File: src/rtl/core/tqv_pkg.sv
// Shared widths, register indexes, types and helpers of the tile quad vertex generator.
package tqv_pkg;

    localparam int GRID_W     = 12;
    localparam int IDX_W      = 16;
    localparam int SIZE_W     = 9;
    localparam int ALPHA_W    = 8;
    localparam int CORNER_W   = 2;
    localparam int POS_W      = 21;
    localparam int TEXU_W     = 17;
    localparam int TEXV_W     = 25;
    localparam int CFG_IDX_W  = 8;
    localparam int CFG_DATA_W = 9;

    localparam int MAP_TILES_DEF = 4096;
    // one restoring division step per cell, one cell per quotient bit
    localparam int DIV_STEPS = IDX_W;

    localparam logic [CFG_IDX_W-1:0] REG_TILE_WIDTH    = 8'd0;
    localparam logic [CFG_IDX_W-1:0] REG_TILE_HEIGHT   = 8'd1;
    localparam logic [CFG_IDX_W-1:0] REG_TILES_PER_ROW = 8'd2;
    localparam logic [CFG_IDX_W-1:0] REG_LAYER_ALPHA   = 8'd3;

    localparam logic [SIZE_W-1:0]   SIZE_RESET  = 9'd16;
    localparam logic [SIZE_W-1:0]   SIZE_MAX    = 9'd256;
    localparam logic [SIZE_W-1:0]   SIZE_MIN    = 9'd1;
    localparam logic [ALPHA_W-1:0]  ALPHA_RESET = 8'hff;
    localparam logic [CORNER_W-1:0] CORNER_TL   = 2'd0;
    localparam logic [CORNER_W-1:0] CORNER_LAST = 2'd3;

    typedef struct packed {
        logic [GRID_W-1:0] col;
        logic [GRID_W-1:0] row;
        logic              fd;
        logic              fh;
        logic              fv;
    } t_tile;

    typedef struct packed {
        logic [SIZE_W-1:0] rem;
        logic [IDX_W-1:0]  dq;
    } t_div;

    typedef struct packed {
        logic [SIZE_W-1:0] tw;
        logic [SIZE_W-1:0] th;
        logic [SIZE_W-1:0] tpr;
    } t_geom;

    typedef struct packed {
        logic [POS_W-1:0]  x0;
        logic [POS_W-1:0]  y0;
        logic [TEXU_W-1:0] u0;
        logic [TEXV_W-1:0] v0;
        logic              fd;
        logic              fh;
        logic              fv;
    } t_quad;

    function automatic logic [SIZE_W-1:0] clamp_size(input logic [SIZE_W-1:0] v);
        logic [SIZE_W-1:0] r;
        r = v;
        if (v == '0) begin
            r = SIZE_MIN;
        end else if (v > SIZE_MAX) begin
            r = SIZE_MAX;
        end
        return r;
    endfunction

endpackage

File: src/rtl/core/tqv_ifs.sv
// Handshake channel interfaces: tile input, vertex output and register writes.
interface tqv_tile_if import tqv_pkg::*; ();
    logic              valid;
    logic              ready;
    logic [GRID_W-1:0] grid_col;
    logic [GRID_W-1:0] grid_row;
    logic [IDX_W-1:0]  tile_index;
    logic              flip_diag;
    logic              flip_horiz;
    logic              flip_vert;

    modport source (output valid, grid_col, grid_row, tile_index, flip_diag, flip_horiz,
                    flip_vert, input ready);
    modport sink (input valid, grid_col, grid_row, tile_index, flip_diag, flip_horiz,
                  flip_vert, output ready);
endinterface

interface tqv_vtx_if import tqv_pkg::*; ();
    logic                valid;
    logic                ready;
    logic [CORNER_W-1:0] corner;
    logic [POS_W-1:0]    pos_x;
    logic [POS_W-1:0]    pos_y;
    logic [TEXU_W-1:0]   tex_u;
    logic [TEXV_W-1:0]   tex_v;
    logic [ALPHA_W-1:0]  alpha;
    logic                last;

    modport source (output valid, corner, pos_x, pos_y, tex_u, tex_v, alpha, last,
                     input ready);
    modport sink (input valid, corner, pos_x, pos_y, tex_u, tex_v, alpha, last,
                  output ready);
endinterface

interface tqv_cfg_if import tqv_pkg::*; ();
    logic                  valid;
    logic                  ready;
    logic [CFG_IDX_W-1:0]  index;
    logic [CFG_DATA_W-1:0] data;

    modport source (output valid, index, data, input ready);
    modport sink (input valid, index, data, output ready);
endinterface

File: src/rtl/core/tqv_div_cell.sv
// One cell of the divider chain: a restoring division step, tile data carried alongside.
module tqv_div_cell import tqv_pkg::*; (
    input  logic              i_clk,
    input  logic              i_rst_n,
    input  logic              i_adv,
    input  logic [SIZE_W-1:0] i_tpr,
    input  logic              i_valid,
    input  t_tile             i_tile,
    input  t_div              i_div,
    output logic              o_valid,
    output t_tile             o_tile,
    output t_div              o_div
);

    logic              r_valid;
    t_tile             r_tile;
    t_div              r_div;
    t_div              n_div;
    logic [SIZE_W:0]   w_trial;
    logic [SIZE_W:0]   w_diff;
    logic              w_ge;

    // shift the next dividend bit into the partial remainder
    assign w_trial = {i_div.rem, i_div.dq[IDX_W-1]};
    assign w_diff  = w_trial - {1'b0, i_tpr};
    assign w_ge    = w_trial >= {1'b0, i_tpr};

    always_comb begin
        n_div.rem = w_ge ? w_diff[SIZE_W-1:0] : w_trial[SIZE_W-1:0];
        n_div.dq  = {i_div.dq[IDX_W-2:0], w_ge};
    end

    always_ff @(posedge i_clk) begin
        if (!i_rst_n) begin
            r_valid <= 1'b0;
        end else if (i_adv) begin
            r_valid <= i_valid;
        end
    end

    always_ff @(posedge i_clk) begin
        if (i_adv) begin
            r_tile <= i_tile;
            r_div  <= n_div;
        end
    end

    assign o_valid = r_valid;
    assign o_tile  = r_tile;
    assign o_div   = r_div;

endmodule

File: src/rtl/core/tqv_scale.sv
// Scaling stage: grid and texture cell coordinates times the tile size, registered.
module tqv_scale import tqv_pkg::*; (
    input  logic  i_clk,
    input  logic  i_rst_n,
    input  logic  i_valid,
    output logic  o_ready,
    input  t_tile i_tile,
    input  t_div  i_div,
    input  t_geom i_geom,
    output logic  o_valid,
    input  logic  i_ready,
    output t_quad o_quad
);

    logic  r_valid;
    t_quad r_quad;
    t_quad n_quad;

    assign o_ready = !r_valid || i_ready;

    // remainder is the texture column, quotient the texture row
    always_comb begin
        n_quad.x0 = POS_W'(i_tile.col) * POS_W'(i_geom.tw);
        n_quad.y0 = POS_W'(i_tile.row) * POS_W'(i_geom.th);
        n_quad.u0 = TEXU_W'(i_div.rem) * TEXU_W'(i_geom.tw);
        n_quad.v0 = TEXV_W'(i_div.dq) * TEXV_W'(i_geom.th);
        n_quad.fd = i_tile.fd;
        n_quad.fh = i_tile.fh;
        n_quad.fv = i_tile.fv;
    end

    always_ff @(posedge i_clk) begin
        if (!i_rst_n) begin
            r_valid <= 1'b0;
        end else if (o_ready) begin
            r_valid <= i_valid;
        end
    end

    always_ff @(posedge i_clk) begin
        if (o_ready && i_valid) begin
            r_quad <= n_quad;
        end
    end

    assign o_valid = r_valid;
    assign o_quad  = r_quad;

endmodule

File: src/rtl/core/tqv_corner_seq.sv
// Corner sequencer: holds one quad and emits its four corners, one per transaction.
module tqv_corner_seq import tqv_pkg::*; (
    input  logic               i_clk,
    input  logic               i_rst_n,
    input  logic               i_valid,
    output logic               o_ready,
    input  t_quad              i_quad,
    input  t_geom              i_geom,
    input  logic [ALPHA_W-1:0] i_alpha,
    tqv_vtx_if.source          o_vtx
);

    logic                r_valid;
    logic [CORNER_W-1:0] r_cnt;
    t_quad               r_quad;
    logic                w_right;
    logic                w_bottom;
    logic                w_r1;
    logic                w_b1;
    logic                w_src_r;
    logic                w_src_b;
    logic                w_done;

    assign w_done  = o_vtx.ready && (r_cnt == CORNER_LAST);
    assign o_ready = !r_valid || w_done;

    always_ff @(posedge i_clk) begin
        if (!i_rst_n) begin
            r_valid <= 1'b0;
            r_cnt   <= CORNER_TL;
        end else if (i_valid && o_ready) begin
            r_valid <= 1'b1;
            r_cnt   <= CORNER_TL;
        end else if (r_valid && o_vtx.ready) begin
            if (r_cnt == CORNER_LAST) begin
                r_valid <= 1'b0;
            end
            r_cnt <= r_cnt + 1'b1;
        end
    end

    always_ff @(posedge i_clk) begin
        if (i_valid && o_ready) begin
            r_quad <= i_quad;
        end
    end

    // corners 1 and 2 sit on the right edge, 2 and 3 on the bottom edge
    assign w_right  = r_cnt[0] ^ r_cnt[1];
    assign w_bottom = r_cnt[1];

    // source texture corner: vertical flip, then horizontal, then diagonal transpose
    assign w_r1    = w_right ^ r_quad.fh;
    assign w_b1    = w_bottom ^ r_quad.fv;
    assign w_src_r = r_quad.fd ? w_b1 : w_r1;
    assign w_src_b = r_quad.fd ? w_r1 : w_b1;

    assign o_vtx.valid  = r_valid;
    assign o_vtx.corner = r_cnt;
    assign o_vtx.pos_x  = r_quad.x0 + (w_right ? POS_W'(i_geom.tw) : '0);
    assign o_vtx.pos_y  = r_quad.y0 + (w_bottom ? POS_W'(i_geom.th) : '0);
    assign o_vtx.tex_u  = r_quad.u0 + (w_src_r ? TEXU_W'(i_geom.tw) : '0);
    assign o_vtx.tex_v  = r_quad.v0 + (w_src_b ? TEXV_W'(i_geom.th) : '0);
    assign o_vtx.alpha  = i_alpha;
    assign o_vtx.last   = (r_cnt == CORNER_LAST);

endmodule

File: src/rtl/core/tile_quad_vertex_generator.sv
// Pipeline: a tile passes through 16 divider cells, one scaling stage and one corner register
// before its first corner is on the output; the other three corners follow it in order.
// The output port moves one corner per cycle while o_vtx.ready is high, and a tile leaves
// only with its fourth corner; the divider chain takes a new tile in any cycle in which its
// last cell is empty or the scaling stage can take that cell's tile.
// Reset (synchronous, active low) empties the pipeline and loads tile size 16, 16 tiles
// per row and alpha 255.
module tile_quad_vertex_generator import tqv_pkg::*; #(
    parameter int MAP_TILES = MAP_TILES_DEF
) (
    input  logic      i_clk,
    input  logic      i_rst_n,
    tqv_tile_if.sink  i_tile,
    tqv_cfg_if.sink   i_cfg,
    tqv_vtx_if.source o_vtx
);

    localparam logic [31:0] GRID_MAX = 32'(MAP_TILES - 1);

    logic [SIZE_W-1:0]  r_tw;
    logic [SIZE_W-1:0]  r_th;
    logic [SIZE_W-1:0]  r_tpr;
    logic [ALPHA_W-1:0] r_alpha;
    t_geom              w_geom;

    logic  w_valid [DIV_STEPS+1];
    t_tile w_tile  [DIV_STEPS+1];
    t_div  w_div   [DIV_STEPS+1];
    logic  w_adv;
    logic  w_scale_ready;
    logic  w_scale_valid;
    t_quad w_quad;
    logic  w_seq_ready;

    // register writes
    assign i_cfg.ready = 1'b1;

    always_ff @(posedge i_clk) begin
        if (!i_rst_n) begin
            r_tw    <= SIZE_RESET;
            r_th    <= SIZE_RESET;
            r_tpr   <= SIZE_RESET;
            r_alpha <= ALPHA_RESET;
        end else if (i_cfg.valid) begin
            unique case (i_cfg.index)
                REG_TILE_WIDTH:    r_tw    <= clamp_size(i_cfg.data);
                REG_TILE_HEIGHT:   r_th    <= clamp_size(i_cfg.data);
                REG_TILES_PER_ROW: r_tpr   <= clamp_size(i_cfg.data);
                REG_LAYER_ALPHA:   r_alpha <= i_cfg.data[ALPHA_W-1:0];
                default: ;
            endcase
        end
    end

    assign w_geom = '{tw: r_tw, th: r_th, tpr: r_tpr};

    // advance the whole chain unless its last cell is held
    assign w_adv        = !w_valid[DIV_STEPS] || w_scale_ready;
    assign i_tile.ready = w_adv;

    always_comb begin
        w_valid[0]    = i_tile.valid;
        w_tile[0].col = (32'(i_tile.grid_col) > GRID_MAX) ? GRID_MAX[GRID_W-1:0]
                                                          : i_tile.grid_col;
        w_tile[0].row = (32'(i_tile.grid_row) > GRID_MAX) ? GRID_MAX[GRID_W-1:0]
                                                          : i_tile.grid_row;
        w_tile[0].fd  = i_tile.flip_diag;
        w_tile[0].fh  = i_tile.flip_horiz;
        w_tile[0].fv  = i_tile.flip_vert;
        w_div[0].rem  = '0;
        w_div[0].dq   = i_tile.tile_index;
    end

    for (genvar g = 0; g < DIV_STEPS; g++) begin : g_cell
        tqv_div_cell u_cell (
            .i_clk   (i_clk),
            .i_rst_n (i_rst_n),
            .i_adv   (w_adv),
            .i_tpr   (r_tpr),
            .i_valid (w_valid[g]),
            .i_tile  (w_tile[g]),
            .i_div   (w_div[g]),
            .o_valid (w_valid[g+1]),
            .o_tile  (w_tile[g+1]),
            .o_div   (w_div[g+1])
        );
    end

    tqv_scale u_scale (
        .i_clk   (i_clk),
        .i_rst_n (i_rst_n),
        .i_valid (w_valid[DIV_STEPS]),
        .o_ready (w_scale_ready),
        .i_tile  (w_tile[DIV_STEPS]),
        .i_div   (w_div[DIV_STEPS]),
        .i_geom  (w_geom),
        .o_valid (w_scale_valid),
        .i_ready (w_seq_ready),
        .o_quad  (w_quad)
    );

    tqv_corner_seq u_seq (
        .i_clk   (i_clk),
        .i_rst_n (i_rst_n),
        .i_valid (w_scale_valid),
        .o_ready (w_seq_ready),
        .i_quad  (w_quad),
        .i_geom  (w_geom),
        .i_alpha (r_alpha),
        .o_vtx   (o_vtx)
    );

endmodule

File: src/flat_wrapper.sv
// flat-port wrapper written by rule: the top's interface ports become plain ports
module tile_quad_vertex_generator_flat import tqv_pkg::*;
#(
    parameter int MAP_TILES = MAP_TILES_DEF
)
  (i_clk, i_rst_n, i_tile_valid, i_tile_grid_col, i_tile_grid_row, i_tile_tile_index, i_tile_flip_diag, i_tile_flip_horiz, i_tile_flip_vert, i_tile_ready, i_cfg_valid, i_cfg_index, i_cfg_data, i_cfg_ready, o_vtx_valid, o_vtx_corner, o_vtx_pos_x, o_vtx_pos_y, o_vtx_tex_u, o_vtx_tex_v, o_vtx_alpha, o_vtx_last, o_vtx_ready);
  tqv_tile_if i_tile_i ();
  tqv_cfg_if i_cfg_i ();
  tqv_vtx_if o_vtx_i ();
  input  logic i_clk;
  input  logic i_rst_n;
  input wire logic [$bits(i_tile_i.valid)-1:0] i_tile_valid;
  input wire logic [$bits(i_tile_i.grid_col)-1:0] i_tile_grid_col;
  input wire logic [$bits(i_tile_i.grid_row)-1:0] i_tile_grid_row;
  input wire logic [$bits(i_tile_i.tile_index)-1:0] i_tile_tile_index;
  input wire logic [$bits(i_tile_i.flip_diag)-1:0] i_tile_flip_diag;
  input wire logic [$bits(i_tile_i.flip_horiz)-1:0] i_tile_flip_horiz;
  input wire logic [$bits(i_tile_i.flip_vert)-1:0] i_tile_flip_vert;
  output wire logic [$bits(i_tile_i.ready)-1:0] i_tile_ready;
  input wire logic [$bits(i_cfg_i.valid)-1:0] i_cfg_valid;
  input wire logic [$bits(i_cfg_i.index)-1:0] i_cfg_index;
  input wire logic [$bits(i_cfg_i.data)-1:0] i_cfg_data;
  output wire logic [$bits(i_cfg_i.ready)-1:0] i_cfg_ready;
  output wire logic [$bits(o_vtx_i.valid)-1:0] o_vtx_valid;
  output wire logic [$bits(o_vtx_i.corner)-1:0] o_vtx_corner;
  output wire logic [$bits(o_vtx_i.pos_x)-1:0] o_vtx_pos_x;
  output wire logic [$bits(o_vtx_i.pos_y)-1:0] o_vtx_pos_y;
  output wire logic [$bits(o_vtx_i.tex_u)-1:0] o_vtx_tex_u;
  output wire logic [$bits(o_vtx_i.tex_v)-1:0] o_vtx_tex_v;
  output wire logic [$bits(o_vtx_i.alpha)-1:0] o_vtx_alpha;
  output wire logic [$bits(o_vtx_i.last)-1:0] o_vtx_last;
  input wire logic [$bits(o_vtx_i.ready)-1:0] o_vtx_ready;
  assign i_tile_i.valid = i_tile_valid;
  assign i_tile_i.grid_col = i_tile_grid_col;
  assign i_tile_i.grid_row = i_tile_grid_row;
  assign i_tile_i.tile_index = i_tile_tile_index;
  assign i_tile_i.flip_diag = i_tile_flip_diag;
  assign i_tile_i.flip_horiz = i_tile_flip_horiz;
  assign i_tile_i.flip_vert = i_tile_flip_vert;
  assign i_tile_ready = i_tile_i.ready;
  assign i_cfg_i.valid = i_cfg_valid;
  assign i_cfg_i.index = i_cfg_index;
  assign i_cfg_i.data = i_cfg_data;
  assign i_cfg_ready = i_cfg_i.ready;
  assign o_vtx_valid = o_vtx_i.valid;
  assign o_vtx_corner = o_vtx_i.corner;
  assign o_vtx_pos_x = o_vtx_i.pos_x;
  assign o_vtx_pos_y = o_vtx_i.pos_y;
  assign o_vtx_tex_u = o_vtx_i.tex_u;
  assign o_vtx_tex_v = o_vtx_i.tex_v;
  assign o_vtx_alpha = o_vtx_i.alpha;
  assign o_vtx_last = o_vtx_i.last;
  assign o_vtx_i.ready = o_vtx_ready;
  tile_quad_vertex_generator #(.MAP_TILES(MAP_TILES)) u_core (.i_clk(i_clk), .i_rst_n(i_rst_n), .i_tile(i_tile_i), .i_cfg(i_cfg_i), .o_vtx(o_vtx_i));
endmodule
File: config.mk
export PLATFORM = sky130hd
export DESIGN_NAME = tile_quad_vertex_generator_flat
export DESIGN_NICKNAME = d
export VERILOG_FILES = /design/src/rtl/core/tqv_pkg.sv /design/src/rtl/core/tqv_ifs.sv /design/src/rtl/core/tqv_div_cell.sv /design/src/rtl/core/tqv_scale.sv /design/src/rtl/core/tqv_corner_seq.sv /design/src/rtl/core/tile_quad_vertex_generator.sv /design/src/flat_wrapper.sv
export SDC_FILE = /design/constraint.sdc
export NUM_CORES = 2
export LEC_CHECK = 0
export BUFFER_PORTS_ARGS = -buffer_cell sky130_fd_sc_hd__buf_4
export CAP_MARGIN = 20
export CORE_MARGIN = 5
export CORE_UTILIZATION = 35
export CTS_BUF_LIST = sky130_fd_sc_hd__clkbuf_8
export DETAILED_ROUTE_END_ITERATION = 10
export PLACE_DENSITY = 0.58
export SLEW_MARGIN = 20
export SYNTH_ARGS = -nofsm -noshare
export SYNTH_HDL_FRONTEND = slang
export SYNTH_SLANG_ARGS = --single-unit
File: constraint.sdc
create_clock -name i_clk -period 28 [get_ports i_clk]
set_clock_uncertainty 0.05 [all_clocks]
set_input_delay 0 -clock i_clk [delete_from_list [all_inputs] [get_ports i_clk]]
set_output_delay 0 -clock i_clk [all_outputs]
set_load 0.05 [all_outputs]
* After elaboration in Yosys (flattened, before gate mapping)
Index checks and enable logic that the tools add are counted.
** Word-level totals
- Output and inout port bits :: 98
- Word-level logic and storage cells :: 247
- Input bits :: 65
- Register bits :: 1061
** Cells by class
- Magnitude comparators :: 17
- Mux-type cells :: 27
- Bitwise logic cells :: 4
- Multiply operators :: 4
- Equal/unequal tests :: 4
- Reduce and logical (&&, ||, !) cells :: 20
- Add/sub/neg operators :: 21
** Operator list (count)
- $mux 9 :: 21
- $ge 10x9->1 :: 15
- $sub 9x9->9 :: 15
- $add 21x9->21 :: 2
- $mul 12x9->21 :: 2
- $add 25x9->25 :: 1
- $mul 16x9->25 :: 1
- $add 17x9->17 :: 1
- $mul 9x9->17 :: 1
- $eq 8x2->1 const B :: 2
- $reduce_and 2->1 :: 5
- $ge 1x9->1 :: 1
- $gt 9x9->1 const B :: 1
- $logic_not 9->1 :: 1
- $sub 1x9->9 :: 1
- $eq 8x1->1 const B :: 1
- $logic_not 8->1 :: 1
- $mux 1 :: 6
- $logic_and 1x1->1 :: 4
- $reduce_bool 2->1 :: 2
- $logic_not 1->1 :: 3
- $logic_or 1x1->1 :: 3
- $xor 1x1->1 :: 3
- $add 2x1->2 const B :: 1
- other kinds (3) :: 3

* Longest topological paths before layout
- Depth after elaboration :: 6
- Gate-level depth with buffers :: 19
- Mapped depth without buffers :: 18

* Hierarchy
Synthesis repeated with hierarchy kept, for this count alone.
** Second synthesis, totals
- Cells, all modules :: 4710
- Area, all modules :: 60042.6 µm²
** By module, submodules not included
- tqv_div_cell at u_core.g_cell[0].u_cell ... :: sequential area each 1581.5 µm², instances 15, cells an instance 141, area each 2270.9 µm²
- tqv_scale :: sequential area each 2632.5 µm², instances 1, cells an instance 1782, area each 16535.9 µm²
- tqv_corner_seq :: sequential area each 2672.6 µm², instances 1, cells an instance 518, area each 5704.2 µm²
- tqv_div_cell at u_core.g_cell[11].u_cell :: sequential area each 1581.5 µm², instances 1, cells an instance 141, area each 2272.2 µm²
- tile_quad_vertex_generator :: sequential area each 700.7 µm², instances 1, cells an instance 154, area each 1466.4 µm²

* Worst setup path after synthesis
Ideal clock, no wire load.
- Kind :: register to register
- From :: register u_core.u_seq.r_cnt[1] (netlist: u_core.u_seq.o_vtx.corner[1])
- To :: register u_core.g_cell[0].u_cell.r_div (netlist bit u_core.g_cell[0].u_cell.o_div[0]) (enable)
- Setup time :: 1540 ps
- Data arrival time :: 25001 ps
- Buffers on the path :: 2
- Cell stages (with the launch flop) :: 7
- Slack :: 1409 ps
- Required time :: 26410 ps
- Cell sequence :: dfxtp_1 ha_1 a21boi_0 and3_1 clkbuf_1 inv_1 clkbuf_1
** On the way
- Longest elaborated chain between the ends :: 5
** RTL lines
- start, declared :: line tqv_corner_seq.sv:14 : logic [CORNER_W-1:0] r_cnt;
- start signal, assigned :: line tqv_corner_seq.sv:38 : r_cnt <= r_cnt + 1'b1;
- $eq 2x2->1
- named net o_vtx_last :: line flat_wrapper.sv:31 : output wire logic [$bits(o_vtx_i.last)-1:0] o_vtx_last;
- $logic_and 1x1->1 :: line tqv_corner_seq.sv:24 : assign w_done = o_vtx.ready && (r_cnt == CORNER_LAST);
- $logic_or 1x1->1 :: line tqv_corner_seq.sv:25 : assign o_ready = !r_valid || w_done;
- $logic_or 1x1->1 :: line tqv_scale.sv:19 : assign o_ready = !r_valid || i_ready;
- $logic_or 1x1->1 :: line tile_quad_vertex_generator.sv:58 : assign w_adv = !w_valid[DIV_STEPS] || w_scale_ready;
- named net i_tile_ready :: line flat_wrapper.sv:19 : output wire logic [$bits(i_tile_i.ready)-1:0] i_tile_ready;
- end signal, assigned :: line tqv_div_cell.sv:44 : r_div <= n_div;
- end, declared :: line tqv_div_cell.sv:17 : t_div r_div;
The timed path passes the listed nets, and every way through them passes these cells.
A chain may end at the register's enable or synchronous reset.

* Final worst setup path
- From :: register u_core.u_seq.r_cnt[1] (netlist: u_core.u_seq.o_vtx.corner[1])
- To :: register u_core.g_cell[3].u_cell.r_div (netlist bit u_core.g_cell[3].u_cell.o_div[20]) (enable)
** On the way
- Longest elaborated chain between the ends :: 5
** RTL lines (line)
- $eq 2x2->1 :: tqv_corner_seq.sv:24
- $logic_and 1x1->1 :: tqv_corner_seq.sv:24
- $logic_or 1x1->1 :: tqv_corner_seq.sv:25
- $logic_or 1x1->1 :: tqv_scale.sv:19
- $logic_or 1x1->1 :: tile_quad_vertex_generator.sv:58
- end signal, assigned :: tqv_div_cell.sv:44
- end, declared :: tqv_div_cell.sv:17
Every way passes these cells.

==> out/results.ini <==
[synthesis]
yosysUniqueCellTypes=79
synth_nets=4938
synth_top_area_cell=edfxtp_1
ys.warnings.count=0
netlist_instances=4227
synth_most_common_cell=edfxtp_1
synth_top_cell_area_share=0.539
syn_area_per_cell_um2=13.2
yosysSeqAreaShare=0.559
netlist_area_um2=56000
synth_edf_count=1006
dominantRegCellSynth=edfxtp_1
synth_common_cells=edfxtp_1 (1006), inv_1 (540), nand2_1 (370)
post_synth_main_area_contributors=edfxtp_1 (54%), fa_1 (11%), ha_1 (7.5%)
ys_async_sr_fraction=0
synth_seq_cells=1061

[floorplanning]
core_area_um2=159000
design.die.area_um2=168000
dieWidth_um=410
die_y_um=410
io_pins=163
rows=146
start_util=0.353

[detailed_routing]
wl_per_cell_um=14.8
first_pass_iters=7
drc=0
vias_per_cell=4.61
wl_mm=102
ant_nets=0
via_count=31700
drt-initial-drc-count=1776

[run_status]
status=finished, final reports clean

[sta]
fin_crit_sh=0.233
tns_ns=0
finalCriticalPeriod_ns=6.51
hold_viol=0
rsz0062_at_grt=no
setup_viol=0
hold_slack_ns=0.120
slew_viol_final=0
clock.fmax_mhz=154
slew-limit-headroom=0.248
setup_slack_ns=21.49
tightest_slew_ns=1.13

[cts]
clockBufferDepth=3
cts_resized=0
clock_sinks=1061
clkSlewWorstSetupHoldPaths_ns=0.06
numCtsBuffers=181
cts.htree.levels=4
clock_latency_ns=0.85
cts_root_buf=clkbuf_8
postCtsSetupBuffers=0
cts_tree=done
holdBufCountCts=137

[critical_path]
reg2reg_to=u_core.g_cell[3].u_cell.o_div[20]
cp_slowest_stage_delay_ns=0.92
critPathLaunchType=flop
cp_data_arrival_time_ns=6.93
crit_top_cell=buf_4
critical_path_required_ns=28.42
critPathSlowestCell=buf_4
r2r-start=u_core.u_seq.o_vtx.corner[1]
crit_type=reg2reg
worstRegToRegCells=8
endpoint_kind=flop
path_cells=ha_1, a21boi_0, and3_1, inv_8, buf_4, buf_12, buf_6, buf_4
worstPathMaxFanout=178
r2r_slack_ns=21.49

[placed_design]
pre_cts_ws_ns=21.00
hpwl_mm=67.9
port_buffers=161
place.gp.congestion=0.811

[global_route]
grtUsageTotal=0.123
grt_overflow=0
grt_pass1_vias=33300
grt_pass1_wl_mm=170
grt_max_degree=196
antenna_found_initial=5

[min_path]
hp-start=i_rst_n
min_path_cells=3
min_to=u_core.r_th[4]
hp-class=in2reg

[final_layout]
final_layout_size_suffix_gt1_frac=0.114
final_nets=5360
area_delta_synth_final_pct=15.3

[power_and_ir_drop]
power_leakage_nw=27.3
power_density_nw_per_um2=67.3
irDropWorstVdd_uv=50.6

[flow_run]
drv_cap=0

-- final cells by class --
type                       count  area, um2
inverter                     540       2030
fill                       14700      94200
antenna                        4       10.0
clock buffer                 188       2590
sequential                  1061      31300
multi-input combinational   2542      22300
timing repair buffer         323       2800
tap                         2072       2590
clock inverter               147        885
-- layout by cell type (no fill, tap or decap), types with 7 or more instances in the layout --
cell type and count:
edfxtp_1 1006, inv_1 605, nand2_1 370, ha_1 337, fa_1 309, and2_1 264
clkbuf_8 188, buf_4 181, xnor2_1 153, nor2_1 141, dlygate4sd3_1 137, a21oi_1 129
o21ai_0 97, mux2_2 90, nor2b_1 84, xor2_1 63, mux2i_1 63, dfxtp_1 54
a21o_1 49, clkinv_1 41, nor3_1 38, nand3_1 31, a21boi_0 30, nand4_1 30
and3_1 27, clkinv_2 21, nand2b_1 20, o21bai_1 19, a31oi_1 18, or3_1 15
o21a_1 14, o21ai_1 13, o41ai_1 11, or2_2 10, o31ai_1 10, o22ai_1 8
a211oi_1 8, o211ai_1 7, nand3_2 7, bufinv_16 7
-- power by group --
part / switching, W / total, W / internal (W)
clock: 0.000631 / 0.00133 / 0.000694
combinational: 0.000470 / 0.000918 / 0.000449
sequential: 0.000113 / 0.00210 / 0.00199
total: 0.00121 / 0.00435 / 0.00313
-- critical path: cells and delay by family (launching register included) --
family | cells | cell delay [ns]
and+or+nand+nor | 1 | 0.58
adders and majority gates | 1 | 0.27
buffers and inverters | 5 | 3.86
DFF | 1 | 0.66
AOI/OAI and AO/OA | 1 | 0.33
-- worst max path at each step --
| stage | start | end | slack [ns] | cells after the start |
|---|---|---|---|---|
| CTS | u_core.u_seq.o_vtx.corner[1] | u_core.g_cell[0].u_cell.o_div[10] | 21.00 | 8 |
| detailed placement | u_core.u_seq.o_vtx.corner[1] | u_core.g_cell[10].u_cell.o_tile[1] | 21.00 | 8 |
| global route | u_core.u_seq.o_vtx.corner[1] | u_core.g_cell[3].u_cell.o_div[24] | 20.92 | 8 |
| global placement | u_core.u_seq.o_vtx.corner[1] | u_core.g_cell[10].u_cell.o_tile[1] | 21.12 | 8 |
| finish | u_core.u_seq.o_vtx.corner[1] | u_core.g_cell[3].u_cell.o_div[20] | 21.49 | 8 |
| floorplan | u_core.u_seq.o_vtx.corner[1] | u_core.g_cell[0].u_cell.o_div[0] | 1.41 | 6 |
-- registers in the layout, summed over array words and instances (netlist names) --
name	count
u_core.g_cell.u_cell.o_valid	16
u_core.r_th	9
u_core.r_alpha	8
u_core.g_cell.u_cell.o_tile	432
u_core.g_cell.u_cell.o_div	400
u_core.u_scale.o_valid	1
u_core.r_tpr	9
u_core.u_seq.r_quad	87
u_core.u_seq.o_vtx.valid	1
u_core.u_scale.o_quad	87
u_core.u_seq.o_vtx.corner	2
u_core.r_tw	9
-- metal layers --
layer / track usage / up-vias / wire length, um
met5: 0 / - / 0
met4: 0.0404 / 0 / 2330
met3: 0.0278 / 186 / 4930
met2: 0.198 / 587 / 46700
met1: 0.164 / 15500 / 48000
li1: - / 15500 / -
-- logic make-up (layout without fill, tap and decap cells) --
family | count (synthesis) | after routing | share of synthesized area
AOI/OAI and AO/OA | 461 | 461 | 0.0538
buffers and inverters | 624 | 1198 | 0.0422
xor gates and xnor gates | 216 | 216 | 0.0338
adders and majority gates | 646 | 646 | 0.186
DFF | 1061 | 1061 | 0.559
and+or+nand+nor | 1065 | 1065 | 0.0959
muxes | 153 | 153 | 0.0294
other | 1 | 5 | 0.0000670
-- per-stage QoR --
| step | util | std cells | area [um2] | power [W] |
|---|---|---|---|---|
| after detailed placement | 0.376 | 6401 | 59700 | 0.00304 |
| final | 0.407 | 6877 | 64600 | 0.00435 |
| after global routing | 0.407 | 6876 | 64600 | 0.00463 |
| after CTS | 0.407 | 6873 | 64500 | 0.00442 |
| after floorplan | - | 4227 | 56000 | 0.00282 |
| after global placement | 0.376 | 6401 | 59700 | 0.00301 |
Note: power is estimated with default switching activity, not from simulation.
